$ cat src/sfrc_pkg.sv
// sfrc_pkg: shared types, constants and the crc-8 byte update for the frame receiver
// no dependencies; used by sfrc_ctrl, sfrc_datapath, the top level and the checker
`timescale 1ns / 1ps

package sfrc_pkg;

   localparam logic [7:0] SyncMask   = 8'h80;
   localparam logic [7:0] CrcPolyRst = 8'hD5;
   localparam int unsigned HeaderLen = 2;
   localparam int unsigned MinLen    = 2;

   // result event codes
   localparam logic [1:0] EvData     = 2'd0;
   localparam logic [1:0] EvCrcFail  = 2'd1;
   localparam logic [1:0] EvOverflow = 2'd2;

   // what the current byte does to the frame
   typedef enum logic [1:0] {
      OUT_NONE = 2'd0,
      OUT_OK   = 2'd1,
      OUT_FAIL = 2'd2,
      OUT_OVF  = 2'd3
   } outcome_type;

   typedef struct packed {
      logic accept;       // input item taken this cycle
      logic load_status;  // load a status result into the output register
      logic load_data;    // load the replayed frame byte into the output register
      logic rd_en;        // issue a frame store read
      logic rd_next;      // advance the replay index
   } cmd_type;

   typedef struct packed {
      outcome_type outcome;
      logic        replay_last;
   } status_type;

   function automatic logic [7:0] crc8_update(logic [7:0] crc, logic [7:0] b,
                                              logic [7:0] poly);
      logic [7:0] c;
      c = crc ^ b;
      for (int i = 0; i < 8; i++) begin
         if (c[7]) begin
            c = {c[6:0], 1'b0} ^ poly;
         end else begin
            c = {c[6:0], 1'b0};
         end
      end
      return c;
   endfunction

endpackage

$ cat src/sfrc_ctrl.sv
// sfrc_ctrl: controller state machine for the frame receiver
// issues commands to sfrc_datapath and owns the result valid flag; uses sfrc_pkg
`timescale 1ns / 1ps

module sfrc_ctrl (
   input  logic                 clock,
   input  logic                 reset,
   input  logic                 req_valid,
   output logic                 req_ready,
   output logic                 rsp_valid,
   input  logic                 rsp_ready,
   input  sfrc_pkg::status_type status,
   output sfrc_pkg::cmd_type    cmd
);

   typedef enum logic [2:0] {
      ST_RECV = 3'b001,
      ST_READ = 3'b010,
      ST_SEND = 3'b100
   } state_type;

   state_type state_ff, state_in;
   logic      rsp_valid_ff, rsp_valid_in;
   logic      out_free;

   assign out_free  = !rsp_valid_ff || rsp_ready;
   assign req_ready = (state_ff == ST_RECV) && out_free;
   assign rsp_valid = rsp_valid_ff;

   always_comb begin
      state_in     = state_ff;
      rsp_valid_in = rsp_valid_ff && !rsp_ready;
      cmd          = '0;
      case (state_ff)
         ST_RECV: begin
            if (req_valid && req_ready) begin
               cmd.accept = 1'b1;
               case (status.outcome)
                  sfrc_pkg::OUT_OK: begin
                     state_in = ST_READ;
                  end
                  sfrc_pkg::OUT_FAIL, sfrc_pkg::OUT_OVF: begin
                     cmd.load_status = 1'b1;
                     rsp_valid_in    = 1'b1;
                  end
                  default: begin
                  end
               endcase
            end
         end
         ST_READ: begin
            cmd.rd_en = 1'b1;
            state_in  = ST_SEND;
         end
         ST_SEND: begin
            if (out_free) begin
               cmd.load_data = 1'b1;
               rsp_valid_in  = 1'b1;
               if (status.replay_last) begin
                  state_in = ST_RECV;
               end else begin
                  cmd.rd_next = 1'b1;
                  state_in    = ST_READ;
               end
            end
         end
         default: begin
            state_in = ST_RECV;
         end
      endcase
   end

   always_ff @(posedge clock) begin
      if (reset) begin
         state_ff     <= ST_RECV;
         rsp_valid_ff <= 1'b0;
      end else begin
         state_ff     <= state_in;
         rsp_valid_ff <= rsp_valid_in;
      end
   end

endmodule

$ cat src/sfrc_datapath.sv
// sfrc_datapath: sync hunt, fill counter, crc-8, frame store and output register
// driven by commands from sfrc_ctrl; uses sfrc_pkg
`timescale 1ns / 1ps

module sfrc_datapath #(
   parameter int BUFFER_BYTES = 16
) (
   input  logic                 clock,
   input  logic                 reset,
   input  sfrc_pkg::cmd_type    cmd,
   output sfrc_pkg::status_type status,
   input  logic [7:0]           rx_byte,
   input  logic                 csr_write,
   input  logic [7:0]           csr_data,
   output logic [1:0]           event_code,
   output logic [5:0]           byte_index,
   output logic [7:0]           byte_value,
   output logic                 last
);

   localparam int FillW = $clog2(BUFFER_BYTES + 1);
   localparam int AddrW = $clog2(BUFFER_BYTES);

   logic [7:0]       poly_ff;
   logic             hunting_ff, hunting_in;
   logic [FillW-1:0] fill_ff, fill_in;
   logic [7:0]       crc_ff, crc_in;
   logic [7:0]       len_ff, len_in;
   logic [AddrW-1:0] rd_idx_ff, rd_idx_in;
   logic [7:0]       rd_data_ff;
   logic [7:0]       frame_mem_ff [BUFFER_BYTES];

   logic [1:0]       event_code_ff;
   logic [5:0]       byte_index_ff;
   logic [7:0]       byte_value_ff;
   logic             last_ff;

   logic             active, full, complete, crc_step, crc_ok, mem_we;
   logic [FillW-1:0] fill_next;
   logic [7:0]       len_cur;
   logic [8:0]       span;

   always_comb begin
      active    = !hunting_ff || ((rx_byte & sfrc_pkg::SyncMask) != 8'd0);
      full      = fill_ff == FillW'(BUFFER_BYTES);
      fill_next = fill_ff + 1'b1;
      // the length byte is still on the input when it is the second byte
      len_cur   = (fill_next == FillW'(sfrc_pkg::HeaderLen)) ? rx_byte : len_ff;
      span      = 9'(len_cur) + 9'(sfrc_pkg::HeaderLen);
      complete  = (fill_next >= FillW'(sfrc_pkg::HeaderLen)) && (9'(fill_next) == span);
      crc_step  = (9'(fill_next) > 9'(sfrc_pkg::HeaderLen)) && (9'(fill_next) < span);
      crc_ok    = (len_cur >= 8'(sfrc_pkg::MinLen)) && (crc_ff == rx_byte);
      mem_we    = cmd.accept && active && !full;

      if (!active) begin
         status.outcome = sfrc_pkg::OUT_NONE;
      end else if (full) begin
         status.outcome = sfrc_pkg::OUT_OVF;
      end else if (complete) begin
         status.outcome = crc_ok ? sfrc_pkg::OUT_OK : sfrc_pkg::OUT_FAIL;
      end else begin
         status.outcome = sfrc_pkg::OUT_NONE;
      end
      status.replay_last = 8'(rd_idx_ff) == len_ff;
   end

   always_comb begin
      hunting_in = hunting_ff;
      fill_in    = fill_ff;
      crc_in     = crc_ff;
      len_in     = len_ff;
      if (cmd.accept && active) begin
         if (full || complete) begin
            hunting_in = 1'b1;
            fill_in    = '0;
            crc_in     = 8'd0;
         end else begin
            hunting_in = 1'b0;
            fill_in    = fill_next;
            if (fill_next == FillW'(sfrc_pkg::HeaderLen)) begin
               len_in = rx_byte;
            end
            if (crc_step) begin
               crc_in = sfrc_pkg::crc8_update(crc_ff, rx_byte, poly_ff);
            end
         end
      end

      rd_idx_in = rd_idx_ff;
      if (cmd.accept) begin
         rd_idx_in = '0;
      end else if (cmd.rd_next) begin
         rd_idx_in = rd_idx_ff + 1'b1;
      end
   end

   always_ff @(posedge clock) begin
      if (reset) begin
         poly_ff    <= sfrc_pkg::CrcPolyRst;
         hunting_ff <= 1'b1;
         fill_ff    <= '0;
         crc_ff     <= 8'd0;
         len_ff     <= 8'd0;
         rd_idx_ff  <= '0;
      end else begin
         if (csr_write) begin
            poly_ff <= csr_data;
         end
         hunting_ff <= hunting_in;
         fill_ff    <= fill_in;
         crc_ff     <= crc_in;
         len_ff     <= len_in;
         rd_idx_ff  <= rd_idx_in;
      end
   end

   // frame store, one write and one registered read port
   always_ff @(posedge clock) begin
      if (mem_we) begin
         frame_mem_ff[fill_ff[AddrW-1:0]] <= rx_byte;
      end
      if (cmd.rd_en) begin
         rd_data_ff <= frame_mem_ff[rd_idx_ff];
      end
   end

   always_ff @(posedge clock) begin
      if (cmd.load_status) begin
         event_code_ff <= (status.outcome == sfrc_pkg::OUT_OVF) ?
                          sfrc_pkg::EvOverflow : sfrc_pkg::EvCrcFail;
         byte_index_ff <= 6'd0;
         byte_value_ff <= 8'd0;
         last_ff       <= 1'b1;
      end else if (cmd.load_data) begin
         event_code_ff <= sfrc_pkg::EvData;
         byte_index_ff <= 6'(rd_idx_ff);
         byte_value_ff <= rd_data_ff;
         last_ff       <= status.replay_last;
      end
   end

   assign event_code = event_code_ff;
   assign byte_index = byte_index_ff;
   assign byte_value = byte_value_ff;
   assign last       = last_ff;

endmodule

$ cat src/serial_frame_receiver_crc8.sv
// serial_frame_receiver_crc8: length-prefixed link frame receiver with crc-8 check
// top level; instantiates sfrc_ctrl and sfrc_datapath, uses sfrc_pkg
// throughput: one byte per cycle while a frame fills and no result is stalled; a
// failed or dropped frame shows its status item the cycle after the byte is taken;
// a good n-length frame replays n + 1 items (store read, output load), input held off
// reset: hunting, fill count and crc cleared, polynomial 0xD5, frame store not cleared
`timescale 1ns / 1ps

module serial_frame_receiver_crc8 #(
   parameter int BUFFER_BYTES = 16
) (
   input  logic       clock,
   input  logic       reset,
   input  logic       req_valid,
   output logic       req_ready,
   input  logic [7:0] req_rx_byte,
   output logic       rsp_valid,
   input  logic       rsp_ready,
   output logic [1:0] rsp_event_code,
   output logic [5:0] rsp_byte_index,
   output logic [7:0] rsp_byte_value,
   output logic       rsp_last,
   input  logic       csr_valid,
   output logic       csr_ready,
   input  logic [7:0] csr_crc_polynomial
);

   sfrc_pkg::cmd_type    cmd;
   sfrc_pkg::status_type status;

   assign csr_ready = 1'b1;

   sfrc_ctrl u_ctrl (
      .clock     (clock),
      .reset     (reset),
      .req_valid (req_valid),
      .req_ready (req_ready),
      .rsp_valid (rsp_valid),
      .rsp_ready (rsp_ready),
      .status    (status),
      .cmd       (cmd)
   );

   sfrc_datapath #(
      .BUFFER_BYTES (BUFFER_BYTES)
   ) u_datapath (
      .clock      (clock),
      .reset      (reset),
      .cmd        (cmd),
      .status     (status),
      .rx_byte    (req_rx_byte),
      .csr_write  (csr_valid && csr_ready),
      .csr_data   (csr_crc_polynomial),
      .event_code (rsp_event_code),
      .byte_index (rsp_byte_index),
      .byte_value (rsp_byte_value),
      .last       (rsp_last)
   );

endmodule

$ cat config.mk
export PLATFORM = sky130hd
export DESIGN_NAME = serial_frame_receiver_crc8
export DESIGN_NICKNAME = d
export VERILOG_FILES = /design/src/sfrc_pkg.sv /design/src/sfrc_ctrl.sv /design/src/sfrc_datapath.sv /design/src/serial_frame_receiver_crc8.sv
export SDC_FILE = /design/constraint.sdc
export NUM_CORES = 1
export LEC_CHECK = 0
export ABC_AREA = 0
export BUFFER_PORTS_ARGS = -buffer_cell sky130_fd_sc_hd__buf_2
export CORE_ASPECT_RATIO = 1.1
export CORE_MARGIN = 2
export CORE_UTILIZATION = 56
export DETAILED_ROUTE_END_ITERATION = 8
export PLACE_DENSITY = 0.73
export SETUP_SLACK_MARGIN = 0.15
export SYNTH_ARGS = -nofsm -noshare
export SYNTH_HDL_FRONTEND = slang
export SYNTH_SLANG_ARGS = --single-unit
$ cat constraint.sdc
create_clock -name clock -period 6.01 [get_ports clock]
set_input_delay 0.3005 -clock clock [delete_from_list [all_inputs] [get_ports clock]]
set_output_delay 0.3005 -clock clock [all_outputs]
set_load 0.02 [all_outputs]
==> results.json, run 1 <==
{
  "run_status": "completed",
  "initial_antenna_violation_count": 0,
  "report.final.hold_viol_count": 0,
  "critPathMaxStageDelay_ns": 0.53,
  "critical_path_cell_list": "ha_1, and2_1, a21oi_1, o32ai_1, nand2_1, mux2_2, ha_1, inv_1, ha_1, o21a_1, o21a_1, o21ai_0, nand2b_1, a32o_1, nor4b_1, buf_4, inv_1, or4_1, nand3_1",
  "drt_iter0_drc": 739,
  "final-setup-viol-count": 0,
  "cts.sink_count": 189,
  "power_leakage_nw": 3.736,
  "synth_ff_type": "sky130_fd_sc_hd__edfxtp_1",
  "clkLatencyLatePin_ns": 0.43,
  "vdd_ir_drop_max_uv": 501.2,
  "rsz0062_at_grt": "no",
  "crit_path_frequent_cell": "sky130_fd_sc_hd__ha_1",
  "hold_class": "primary input to flop",
  "initial_core_util": 0.5685,
  "numPortBuffers": 37,
  "wire_per_inst_um": 22.56,
  "timing.critical_path.from_type": "flop",
  "cts_clock_pin_slew_for_the_worst_setup_and_hold_paths_ns": 0.07,
  "synth_edf_count": 138,
  "dr.pass1.iters": 5,
  "synth_area_um2": 9638,
  "fin_crit_sh": 0.8674,
  "cts_setup_buffers": 0,
  "synth.yosys.seq_area_share": 0.5359,
  "detail_route.drc_violations": 0,
  "drt.antenna.violating_nets": 0,
  "worst-slew-pin-transition_ns": 0.8711,
  "finalSetupTns_ns": 0,
  "globalRouteTotalUtil": 0.2672,
  "routed_wirelength_mm": 23.71,
  "critPathSlowestCell": "sky130_fd_sc_hd__dfxtp_1",
  "finish.utilization": 0.6287,
  "diodes": 0,
  "postSynthRegisterBits": 189,
  "yosys_warnings": 0,
  "slew_limit_headroom": 0.4171,
  "ios": 41,
  "chipHeight_um": 141.6,
  "crit_fanout": 14,
  "hpwl_mm": 15.75,
  "die-width_um": 129.1,
  "grt_pass1_vias": 6581,
  "flow.area_growth_from_synthesis_pct": 10.59,
  "syn_avg_cell_area_um2": 12.39,
  "drive_above_1_share": 0.1726,
  "post-route-min-period_ns": 5.213,
  "grt_pass1_wl_mm": 36.58,
  "endpoint_kind": "flop",
  "fp.dieArea_um2": 18280,
  "globalplace.congestion": 0.9200,
  "required_worst_endpoint_ns": 6.38,
  "postCtsResizedCells": 0,
  "synth_largest_type_area_fraction": 0.4300,
  "cts-root-to-sink-buffers": 2,
  "synth_cell_type_count": 68,
  "fillers": 1246,
  "worst_clock_skew_ns": 0.01032,
  "synthCells": 778,
  "setup_slack_ns": 0.7972,
  "fmax_ghz": 0.1918,
  "h-tree-depth": 4,
  "async_flop_share": 0,
  "vias_per_cell": 6.494,
  "p_per_area_nw_per_um2": 388.7,
  "number_of_clock_buffers_inserted_by_tritoncts": 17,
  "yosys-top-cells-area": "sky130_fd_sc_hd__edfxtp_1, sky130_fd_sc_hd__dfxtp_1, sky130_fd_sc_hd__mux4_2",
  "design.final.nets": 837,
  "synthDominantAreaCellType": "sky130_fd_sc_hd__edfxtp_1",
  "tritoncts": "done",
  "cts_hold_buffers": 0,
  "globalRoute.totalOverflow": 0,
  "coreArea_um2": 16950,
  "place_worst_setup_slack_ns": 0.9303,
  "root_buffer": "sky130_fd_sc_hd__clkbuf_16",
  "grt_max_degree": 38,
  "critical_path_arrival_ns": 5.59,
  "rows": 50,
  "drv.max_cap_violation_count": 0,
  "critical_path_class": "flop to flop",
  "vias": 6825,
  "final_max_slew_viol_count": 0
}
per-stage QoR:
stage	cells	power (mW)	area, um^2	hold WS [ns]
after floorplan	779	2.639	9642	0.3994
after global placement	1019	2.940	10040	0.4391
after detailed placement	1019	2.972	10040	0.4445
after CTS	1051	4.118	10660	0.07656
after global routing	1051	4.334	10660	0.08795
final	1051	4.143	10660	0.08737
sequential cells by signal (all words and copies together), names as in the netlist:
register	count
u_datapath.frame_mem_ff	128
u_datapath.crc_ff	8
u_datapath.fill_ff	5
u_datapath.last	1
u_datapath.rd_data_ff	8
u_datapath.byte_value	8
u_datapath.hunting_ff	1
u_datapath.event_code	2
u_datapath.rd_idx_ff	4
u_ctrl.rsp_valid	1
u_datapath.len_ff	8
u_datapath.poly_ff	8
u_datapath.byte_index	4
u_ctrl.state_ff	3
path summary, 6_finish.rpt:
| kind | start | to | slack (ns) | cells past startpoint |
|---|---|---|---|---|
| worst max-delay path | u_datapath.fill_ff[0] | u_datapath.crc_ff[1] | 0.80 | 19 |
| worst min-delay path | csr_crc_polynomial[4] | u_datapath.poly_ff[4] | 0.09 | 3 |
| worst max register to register | u_datapath.fill_ff[0] | u_datapath.crc_ff[1] | 0.80 | 19 |
| worst min register to register | u_datapath.byte_index[3] | u_datapath.byte_index[3] | 0.45 | 2 |
critical path: cells and delay by family (launching register included):
kind	cells	cell delay, ns
simple gates	6	1.66
flops	1	0.53
buf+inv	3	0.36
fa+ha+maj	3	0.93
compound gates	6	1.23
mux	1	0.44
Yosys cell counts, types with 5 or more instances:
| cell | instances |
|---|---|
| sky130_fd_sc_hd__a211o_1 | 7 |
| sky130_fd_sc_hd__a211oi_1 | 9 |
| sky130_fd_sc_hd__a21o_1 | 9 |
| sky130_fd_sc_hd__a21oi_1 | 39 |
| sky130_fd_sc_hd__a22o_1 | 9 |
| sky130_fd_sc_hd__a31oi_1 | 6 |
| sky130_fd_sc_hd__and2_1 | 18 |
| sky130_fd_sc_hd__and3_1 | 7 |
| sky130_fd_sc_hd__clkbuf_1 | 35 |
| sky130_fd_sc_hd__dfxtp_1 | 51 |
| sky130_fd_sc_hd__edfxtp_1 | 138 |
| sky130_fd_sc_hd__ha_1 | 12 |
| sky130_fd_sc_hd__inv_1 | 15 |
| sky130_fd_sc_hd__mux2_2 | 7 |
| sky130_fd_sc_hd__mux2i_1 | 18 |
| sky130_fd_sc_hd__mux4_2 | 40 |
| sky130_fd_sc_hd__nand2_1 | 62 |
| sky130_fd_sc_hd__nand2b_1 | 8 |
| sky130_fd_sc_hd__nand3_1 | 20 |
| sky130_fd_sc_hd__nand4_1 | 10 |
| sky130_fd_sc_hd__nor2_1 | 54 |
| sky130_fd_sc_hd__nor2b_1 | 5 |
| sky130_fd_sc_hd__nor3_1 | 20 |
| sky130_fd_sc_hd__nor4_1 | 7 |
| sky130_fd_sc_hd__o2111ai_1 | 7 |
| sky130_fd_sc_hd__o211ai_1 | 20 |
| sky130_fd_sc_hd__o21ai_0 | 18 |
| sky130_fd_sc_hd__or4_1 | 7 |
| sky130_fd_sc_hd__xnor2_1 | 22 |
| sky130_fd_sc_hd__xor2_1 | 17 |
report_power, final:
part | total [mW] | switching (mW) | internal [mW]
Combinational | 1.51 | 0.922 | 0.592
Sequential | 1.47 | 0.0439 | 1.43
Clock | 1.16 | 0.553 | 0.602
Total | 4.14 | 1.52 | 2.62
final cells by class:
class	instances	area, um^2	area share
Inverter	16	60.06	0.005634
Clock buffer	17	425.4	0.03991
Timing Repair Buffer	51	290.3	0.02723
Tap cell	234	292.8	0.02747
Sequential cell	189	5166	0.4847
Clock inverter	15	192.7	0.01808
Multi-Input combinational cell	529	4232	0.3970
layout by cell type (no fill, tap or decap), types with 10 or more instances in the layout:
cell,Yosys,final
sky130_fd_sc_hd__edfxtp_1,138,138
sky130_fd_sc_hd__nand2_1,62,62
sky130_fd_sc_hd__nor2_1,54,54
sky130_fd_sc_hd__dfxtp_1,51,50
sky130_fd_sc_hd__mux4_2,40,40
sky130_fd_sc_hd__a21oi_1,39,39
sky130_fd_sc_hd__buf_2,4,37
sky130_fd_sc_hd__xnor2_1,22,22
sky130_fd_sc_hd__nand3_1,20,20
sky130_fd_sc_hd__nor3_1,20,20
sky130_fd_sc_hd__o211ai_1,20,20
sky130_fd_sc_hd__and2_1,18,18
sky130_fd_sc_hd__mux2i_1,18,18
sky130_fd_sc_hd__o21ai_0,18,18
sky130_fd_sc_hd__xor2_1,17,17
sky130_fd_sc_hd__clkbuf_16,0,17
sky130_fd_sc_hd__inv_1,15,15
sky130_fd_sc_hd__buf_4,3,14
sky130_fd_sc_hd__ha_1,12,12
sky130_fd_sc_hd__nand4_1,10,10
kinds of logic after synthesis:
kind of cell | count (synthesis) | share of synthesized area
adders and majority gates | 12 | 0.01558
buffers and inverters | 61 | 0.02544
DFF | 189 | 0.5359
AOI/OAI and AO/OA | 170 | 0.1293
xor gates and xnor gates | 46 | 0.05336
other | 2 | 0.0007792
muxes | 65 | 0.1203
and+or+nand+nor | 233 | 0.1193
layer usage:
layer,GRT usage,vias to the layer above,share of wire
met3,0.04186,58,0.073
met1,0.3518,3379,0.40
met2,0.4486,319,0.49
met4,0.1024,0,0.033
li1,-,3069,-
met5,0,-,0
Power figures use the tool's default switching activity.
==> run 2: changes to the inputs <==
--- a/config.mk
+++ b/config.mk
@@ -8,7 +8,6 @@
 export ABC_AREA = 0
 export BUFFER_PORTS_ARGS = -buffer_cell sky130_fd_sc_hd__buf_2
 export CORE_ASPECT_RATIO = 1.1
-export CORE_MARGIN = 2
 export CORE_UTILIZATION = 56
 export DETAILED_ROUTE_END_ITERATION = 8
 export PLACE_DENSITY = 0.73
==> results.json, run 2 (same netlist as run 1, synthesis figures left out) <==
{
  "grt_pass1_wl_mm": 35.92,
  "cts_setup_buffers": 0,
  "chipHeight_um": 139.6,
  "drt.antenna.violating_nets": 0,
  "clkLatencyLatePin_ns": 0.43,
  "fmax_ghz": 0.1916,
  "cts_hold_buffers": 0,
  "h-tree-depth": 4,
  "setup_slack_ns": 0.7910,
  "worst-slew-pin-transition_ns": 1.016,
  "cts.sink_count": 189,
  "slew_limit_headroom": 0.3180,
  "wire_per_inst_um": 22.07,
  "globalRouteMet2Util": 0.4346,
  "dpl_cells": 1013,
  "grt_max_degree": 38,
  "fp.dieArea_um2": 17740,
  "required_worst_endpoint_ns": 6.38,
  "coreArea_um2": 16610,
  "critical_path_arrival_ns": 5.59,
  "hpwl_mm": 15.59,
  "drt_iter0_drc": 736,
  "fin_crit_sh": 0.8684,
  "worst_clock_skew_ns": 0.01061,
  "final-setup-viol-count": 0,
  "finalSetupTns_ns": 0,
  "power_leakage_nw": 3.731,
  "vias": 6825,
  "vdd_ir_drop_max_uv": 523.2,
  "fillers": 1238,
  "detail_route.drc_violations": 0,
  "p_per_area_nw_per_um2": 387.7,
  "globalRoute.totalOverflow": 0,
  "cts-root-to-sink-buffers": 2,
  "critical_path_class": "flop to flop",
  "grt.busiest_layer": "met2",
  "run_status": "completed",
  "drive_above_1_share": 0.1728,
  "final_max_slew_viol_count": 0,
  "layout.cell_area.non_filler_um2": 10630,
  "initial_antenna_violation_count": 0,
  "globalRouteTotalUtil": 0.2711,
  "postCtsResizedCells": 0,
  "routed_wirelength_mm": 23.06,
  "design.final.nets": 836,
  "cts_clock_pin_slew_for_the_worst_setup_and_hold_paths_ns": 0.07,
  "drv.max_cap_violation_count": 0,
  "place_worst_setup_slack_ns": 0.8958,
  "flow.area_growth_from_synthesis_pct": 10.32,
  "die-width_um": 127.1,
  "layout.cells.most_common": "sky130_fd_sc_hd__edfxtp_1",
  "initial_core_util": 0.5801,
  "final-seq-area_um2": 5166,
  "fin_cells": 1045,
  "globalplace.congestion": 0.9393,
  "timing.critical_path.from_type": "flop",
  "rsz0062_at_grt": "no",
  "diodes": 0,
  "grt_pass1_vias": 6505,
  "largest_register_ff_count": 128,
  "highest_count_cells_in_the_layout_ignoring_fill_and_taps": "sky130_fd_sc_hd__edfxtp_1, sky130_fd_sc_hd__nand2_1, sky130_fd_sc_hd__nor2_1",
  "postPlaceCellArea_um2": 10030,
  "crit_fanout": 14,
  "grt_use_met3": 0.04998,
  "root_buffer": "sky130_fd_sc_hd__clkbuf_16",
  "endpoint_kind": "flop",
  "footprint_of_the_multi_input_gates_um2": 4232,
  "rows": 49,
  "dr.pass1.iters": 5,
  "vias_per_cell": 6.531,
  "post-route-min-period_ns": 5.219,
  "report.final.hold_viol_count": 0,
  "hold_class": "primary input to flop",
  "finish.utilization": 0.6400,
  "tritoncts": "done",
  "ios": 41,
  "number_of_clock_buffers_inserted_by_tritoncts": 17,
  "globalRouteMet1Util": 0.3628,
  "numPortBuffers": 37
}
==> run 2: cell type report <==
class                   count  area share
multi-input cells         529      0.3980
inverters                  16    0.005648
clock inverters            14     0.01565
flip-flops and latches    189      0.4859
clock buffers              18     0.04130
well taps                 229     0.02695
repair buffers             50     0.02659
==> run 2: metrics by stage <==
step                hold WS [ns]  power [mW]
CTS                      0.07915       4.090
global route             0.09576       4.288
finish                   0.08852       4.122
global placement          0.4382       2.929
floorplan                 0.3994       2.639
detailed placement        0.4441       2.966
==> run 2: path summary, 6_finish.rpt <==
check / from / to / slack [ns] / cells past startpoint
worst min register to register: u_datapath.byte_index[2] / u_datapath.byte_index[2] / 0.45 / 2
worst min-delay path: csr_crc_polynomial[0] / u_datapath.poly_ff[0] / 0.09 / 3
worst max-delay path: u_datapath.fill_ff[0] / u_datapath.crc_ff[1] / 0.79 / 19
worst max register to register: u_datapath.fill_ff[0] / u_datapath.crc_ff[1] / 0.79 / 19
==> run 2: per-layer routing <==
metal  wire, um  vias to the layer above  part of all wire
li1           -                     3065                 -
met1       9521                     3368              0.41
met2      11130                      329              0.48
met3       1571                       63             0.068
met4        835                        0             0.036
met5          0                        -                 0
==> run 2: critical path, stage by stage, from the launching register on <==
cell and delay [ns]:
sky130_fd_sc_hd__dfxtp_1 0.51, sky130_fd_sc_hd__ha_1 0.37, sky130_fd_sc_hd__and2_1 0.18, sky130_fd_sc_hd__a21oi_1 0.08, sky130_fd_sc_hd__o32ai_1 0.49, sky130_fd_sc_hd__nand2_1 0.49
sky130_fd_sc_hd__mux2_2 0.44, sky130_fd_sc_hd__ha_1 0.28, sky130_fd_sc_hd__inv_1 0.04, sky130_fd_sc_hd__ha_1 0.27, sky130_fd_sc_hd__o21a_1 0.12, sky130_fd_sc_hd__o21a_1 0.17
sky130_fd_sc_hd__o21ai_0 0.15, sky130_fd_sc_hd__nand2b_1 0.07, sky130_fd_sc_hd__a32o_1 0.28, sky130_fd_sc_hd__nor4b_1 0.27, sky130_fd_sc_hd__buf_4 0.22, sky130_fd_sc_hd__inv_1 0.10
sky130_fd_sc_hd__or4_1 0.53, sky130_fd_sc_hd__nand3_1 0.10
==> run 2: power breakdown <==
group | total, mW | internal (mW) | switching (mW)
Combinational | 1.52 | 0.573 | 0.948
Sequential | 1.47 | 1.43 | 0.0397
Clock | 1.13 | 0.606 | 0.526
Total | 4.12 | 2.61 | 1.51
==> run 3: changes to the inputs <==
--- a/config.mk
+++ b/config.mk
@@ -14,4 +14,5 @@
 export SETUP_SLACK_MARGIN = 0.15
 export SYNTH_ARGS = -nofsm -noshare
 export SYNTH_HDL_FRONTEND = slang
+export SYNTH_HIERARCHICAL = 1
 export SYNTH_SLANG_ARGS = --single-unit
==> results.json, run 3 <==
{
  "grt_max_degree": 37,
  "yosys-top-cells-area": "sky130_fd_sc_hd__edfxtp_1, sky130_fd_sc_hd__dfxtp_1, sky130_fd_sc_hd__mux4_2",
  "wire_per_inst_um": 21.08,
  "crit_path_frequent_cell": "sky130_fd_sc_hd__ha_1",
  "vdd_ir_drop_max_uv": 936.9,
  "coreArea_um2": 16430,
  "drive_above_1_share": 0.1900,
  "slew_limit_headroom": 0.2798,
  "p_per_area_nw_per_um2": 504.3,
  "critical_path_arrival_ns": 5.34,
  "crit-reg2reg-launch": "u_datapath/fill_ff[0]",
  "cpLargestDelayFamily": "simple AND/OR/NAND/NOR gates",
  "syn_avg_cell_area_um2": 13.08,
  "drv.max_cap_violation_count": 0,
  "cp_num_buf_inv": 2,
  "vias": 6065,
  "synth.yosys.seq_area_share": 0.5453,
  "chipHeight_um": 138.4,
  "ios": 41,
  "h-tree-depth": 4,
  "final-setup-viol-count": 0,
  "synthCells": 724,
  "vias_per_cell": 6.305,
  "globalRoute.totalOverflow": 0,
  "clkLatencyLatePin_ns": 0.43,
  "power_leakage_nw": 3.776,
  "postSynthRegisterBits": 189,
  "diodes": 0,
  "finalHoldWorstSlack_ns": 0.08293,
  "fmax_ghz": 0.1928,
  "dr.pass1.iters": 5,
  "synth_most_common_cell": "sky130_fd_sc_hd__edfxtp_1",
  "synth_edf_count": 138,
  "endpoint_kind": "flop",
  "initial_antenna_violation_count": 0,
  "cts_clock_pin_slew_for_the_worst_setup_and_hold_paths_ns": 0.07,
  "worst_r2r_endpoint": "u_datapath/event_code[1]",
  "hold_class": "primary input to flop",
  "number_of_clock_buffers_inserted_by_tritoncts": 17,
  "synthDominantAreaCellType": "sky130_fd_sc_hd__edfxtp_1",
  "rsz0062_at_grt": "no",
  "highest_count_cells_in_the_layout_ignoring_fill_and_taps": "sky130_fd_sc_hd__edfxtp_1, sky130_fd_sc_hd__nand2_1, sky130_fd_sc_hd__dfxtp_1",
  "drt.antenna.violating_nets": 0,
  "finish.utilization": 0.6317,
  "critical_path_cell_list": "ha_1, and2_1, a21oi_1, o32a_1, nand2b_1, mux2i_1, inv_1, ha_1, inv_1, xnor2_1, ha_1, nand2_1, nor2_1, nand2_1, nor3_1, nor2_1, a311oi_1, and2_1, or2_2",
  "yosys_warnings": 6,
  "crit_cells": 19,
  "worst-slew-pin-transition_ns": 1.070,
  "crit_fanout": 16,
  "drt_iter0_drc": 560,
  "postCtsResizedCells": 0,
  "flow.area_growth_from_synthesis_pct": 9.591,
  "layout.cells.most_common": "sky130_fd_sc_hd__edfxtp_1",
  "finalSetupTns_ns": 0,
  "cp-startpoint": "u_datapath/fill_ff[0]",
  "design.final.nets": 777,
  "fillers": 1179,
  "synth_ff_type": "sky130_fd_sc_hd__edfxtp_1",
  "dpl_cells": 930,
  "fp.dieArea_um2": 17440,
  "cts.sink_count": 189,
  "final_max_slew_viol_count": 0,
  "run_status": "completed",
  "synth_area_um2": 9472,
  "required_worst_endpoint_ns": 6.16,
  "critPathSlowestCell": "sky130_fd_sc_hd__and2_1",
  "routed_wirelength_mm": 20.28,
  "post-route-min-period_ns": 5.187,
  "cts_hold_buffers": 0,
  "grt_pass1_vias": 6139,
  "critical_path_class": "flop to flop",
  "grt_pass1_wl_mm": 33.02,
  "die-width_um": 126,
  "r2r_cells": 19,
  "root_buffer": "sky130_fd_sc_hd__clkbuf_16",
  "numPortBuffers": 37,
  "synth_cell_type_count": 84,
  "detail_route.drc_violations": 0,
  "fin_crit_sh": 0.8631,
  "endpoint": "u_datapath/event_code[1]",
  "hpwl_mm": 13.84,
  "design_power_total_mw": 5.235,
  "globalplace.congestion": 0.9393,
  "async_flop_share": 0,
  "worst_clock_skew_ns": 0.006056,
  "fin_cells": 962,
  "timing.critical_path.from_type": "flop",
  "largest_register_ff_count": 128,
  "globalRouteTotalUtil": 0.2497,
  "rows": 49,
  "synth_largest_type_area_fraction": 0.4375,
  "initial_core_util": 0.5765,
  "tritoncts": "done",
  "critPathMaxStageDelay_ns": 0.51,
  "cts_setup_buffers": 0,
  "yosys-top-cells-count": "sky130_fd_sc_hd__edfxtp_1, sky130_fd_sc_hd__dfxtp_1, sky130_fd_sc_hd__nand2_1",
  "r2r_slack_ns": 0.82,
  "report.final.hold_viol_count": 0,
  "cts-root-to-sink-buffers": 2
}
[run 3: changes by cell type in the layout (fill, tap and decap cells not counted), moves of 7 or more]
cell and change:
sky130_fd_sc_hd__a21oi_1 -19, sky130_fd_sc_hd__o211ai_1 -15, sky130_fd_sc_hd__mux2i_1 +14, sky130_fd_sc_hd__xnor2_1 +13, sky130_fd_sc_hd__nand2_1 -12, sky130_fd_sc_hd__nor2_1 -9, sky130_fd_sc_hd__o21ai_0 -9, sky130_fd_sc_hd__or4_1 -7
[run 3: worst min path at each step]
stage | startpoint | end | cells after the start
after floorplan | reset | u_ctrl/state_ff[1] | 1
after global placement | u_datapath/hunting_ff | u_datapath/hunting_ff | 2
after detailed placement | u_datapath/rd_data_ff[7] | u_datapath/byte_value[7] | 2
after CTS | csr_crc_polynomial[7] | u_datapath/poly_ff[7] | 3
after global routing | csr_crc_polynomial[4] | u_datapath/poly_ff[4] | 3
final | csr_crc_polynomial[7] | u_datapath/poly_ff[7] | 3
[run 3: cells by family (layout without fill, tap and decap cells)]
group           count (synthesis)  in the layout  synth area share
simple gates                  216            216            0.1190
flops                         189            189            0.5453
compound gates                106            106           0.08587
mux                            77             77            0.1349
xor+xnor                       62             62           0.07358
buf+inv                        61             94           0.02602
fa+ha+maj                      11             11           0.01453
other cells                     2              3         0.0007929
[run 3: where the power goes]
group | internal, mW | leakage (nW) | switching (mW) | total [mW]
combinational | 1.26 | 1.83 | 1.41 | 2.66
clock | 0.590 | 0.289 | 0.508 | 1.10
sequential | 1.43 | 1.66 | 0.0419 | 1.47
[run 3: through the flow]
step / cell area (um^2) / setup WS, ns
floorplan: 9475 / 1.572
global placement: 9794 / 1.122
detailed placement: 9794 / 0.9259
CTS: 10380 / 0.8978
global route: 10380 / 0.4459
finish: 10380 / 0.8228
[run 3: per-layer routing]
metal  wire length, um  vias up  track usage
li1                  -     2780            -
met4               511        0       0.1141
met2             10140      259       0.4068
met5                 0        -            0
met1              8417     2991       0.3292
met3              1202       35      0.04218
[run 3: cell type report]
cell class	instances	area, um^2	area share
clock inverters	14	156.4	0.01507
inverters	17	63.81	0.006148
clock buffers	18	429.2	0.04135
multi-input cells	475	4064	0.3915
well taps	204	255.2	0.02459
repair buffers	45	245.2	0.02363
flip-flops and latches	189	5166	0.4977
[run 3: worst reg2reg max path, stage by stage, from the launching register on]
cell and delay (ns):
sky130_fd_sc_hd__dfxtp_1 0.44, sky130_fd_sc_hd__ha_1 0.39, sky130_fd_sc_hd__and2_1 0.18, sky130_fd_sc_hd__a21oi_1 0.06, sky130_fd_sc_hd__o32a_1 0.35, sky130_fd_sc_hd__nand2b_1 0.46, sky130_fd_sc_hd__mux2i_1 0.38, sky130_fd_sc_hd__inv_1 0.12
sky130_fd_sc_hd__ha_1 0.23, sky130_fd_sc_hd__inv_1 0.12, sky130_fd_sc_hd__xnor2_1 0.09, sky130_fd_sc_hd__ha_1 0.31, sky130_fd_sc_hd__nand2_1 0.06, sky130_fd_sc_hd__nor2_1 0.14, sky130_fd_sc_hd__nand2_1 0.07, sky130_fd_sc_hd__nor3_1 0.20
sky130_fd_sc_hd__nor2_1 0.11, sky130_fd_sc_hd__a311oi_1 0.48, sky130_fd_sc_hd__and2_1 0.51, sky130_fd_sc_hd__or2_2 0.22
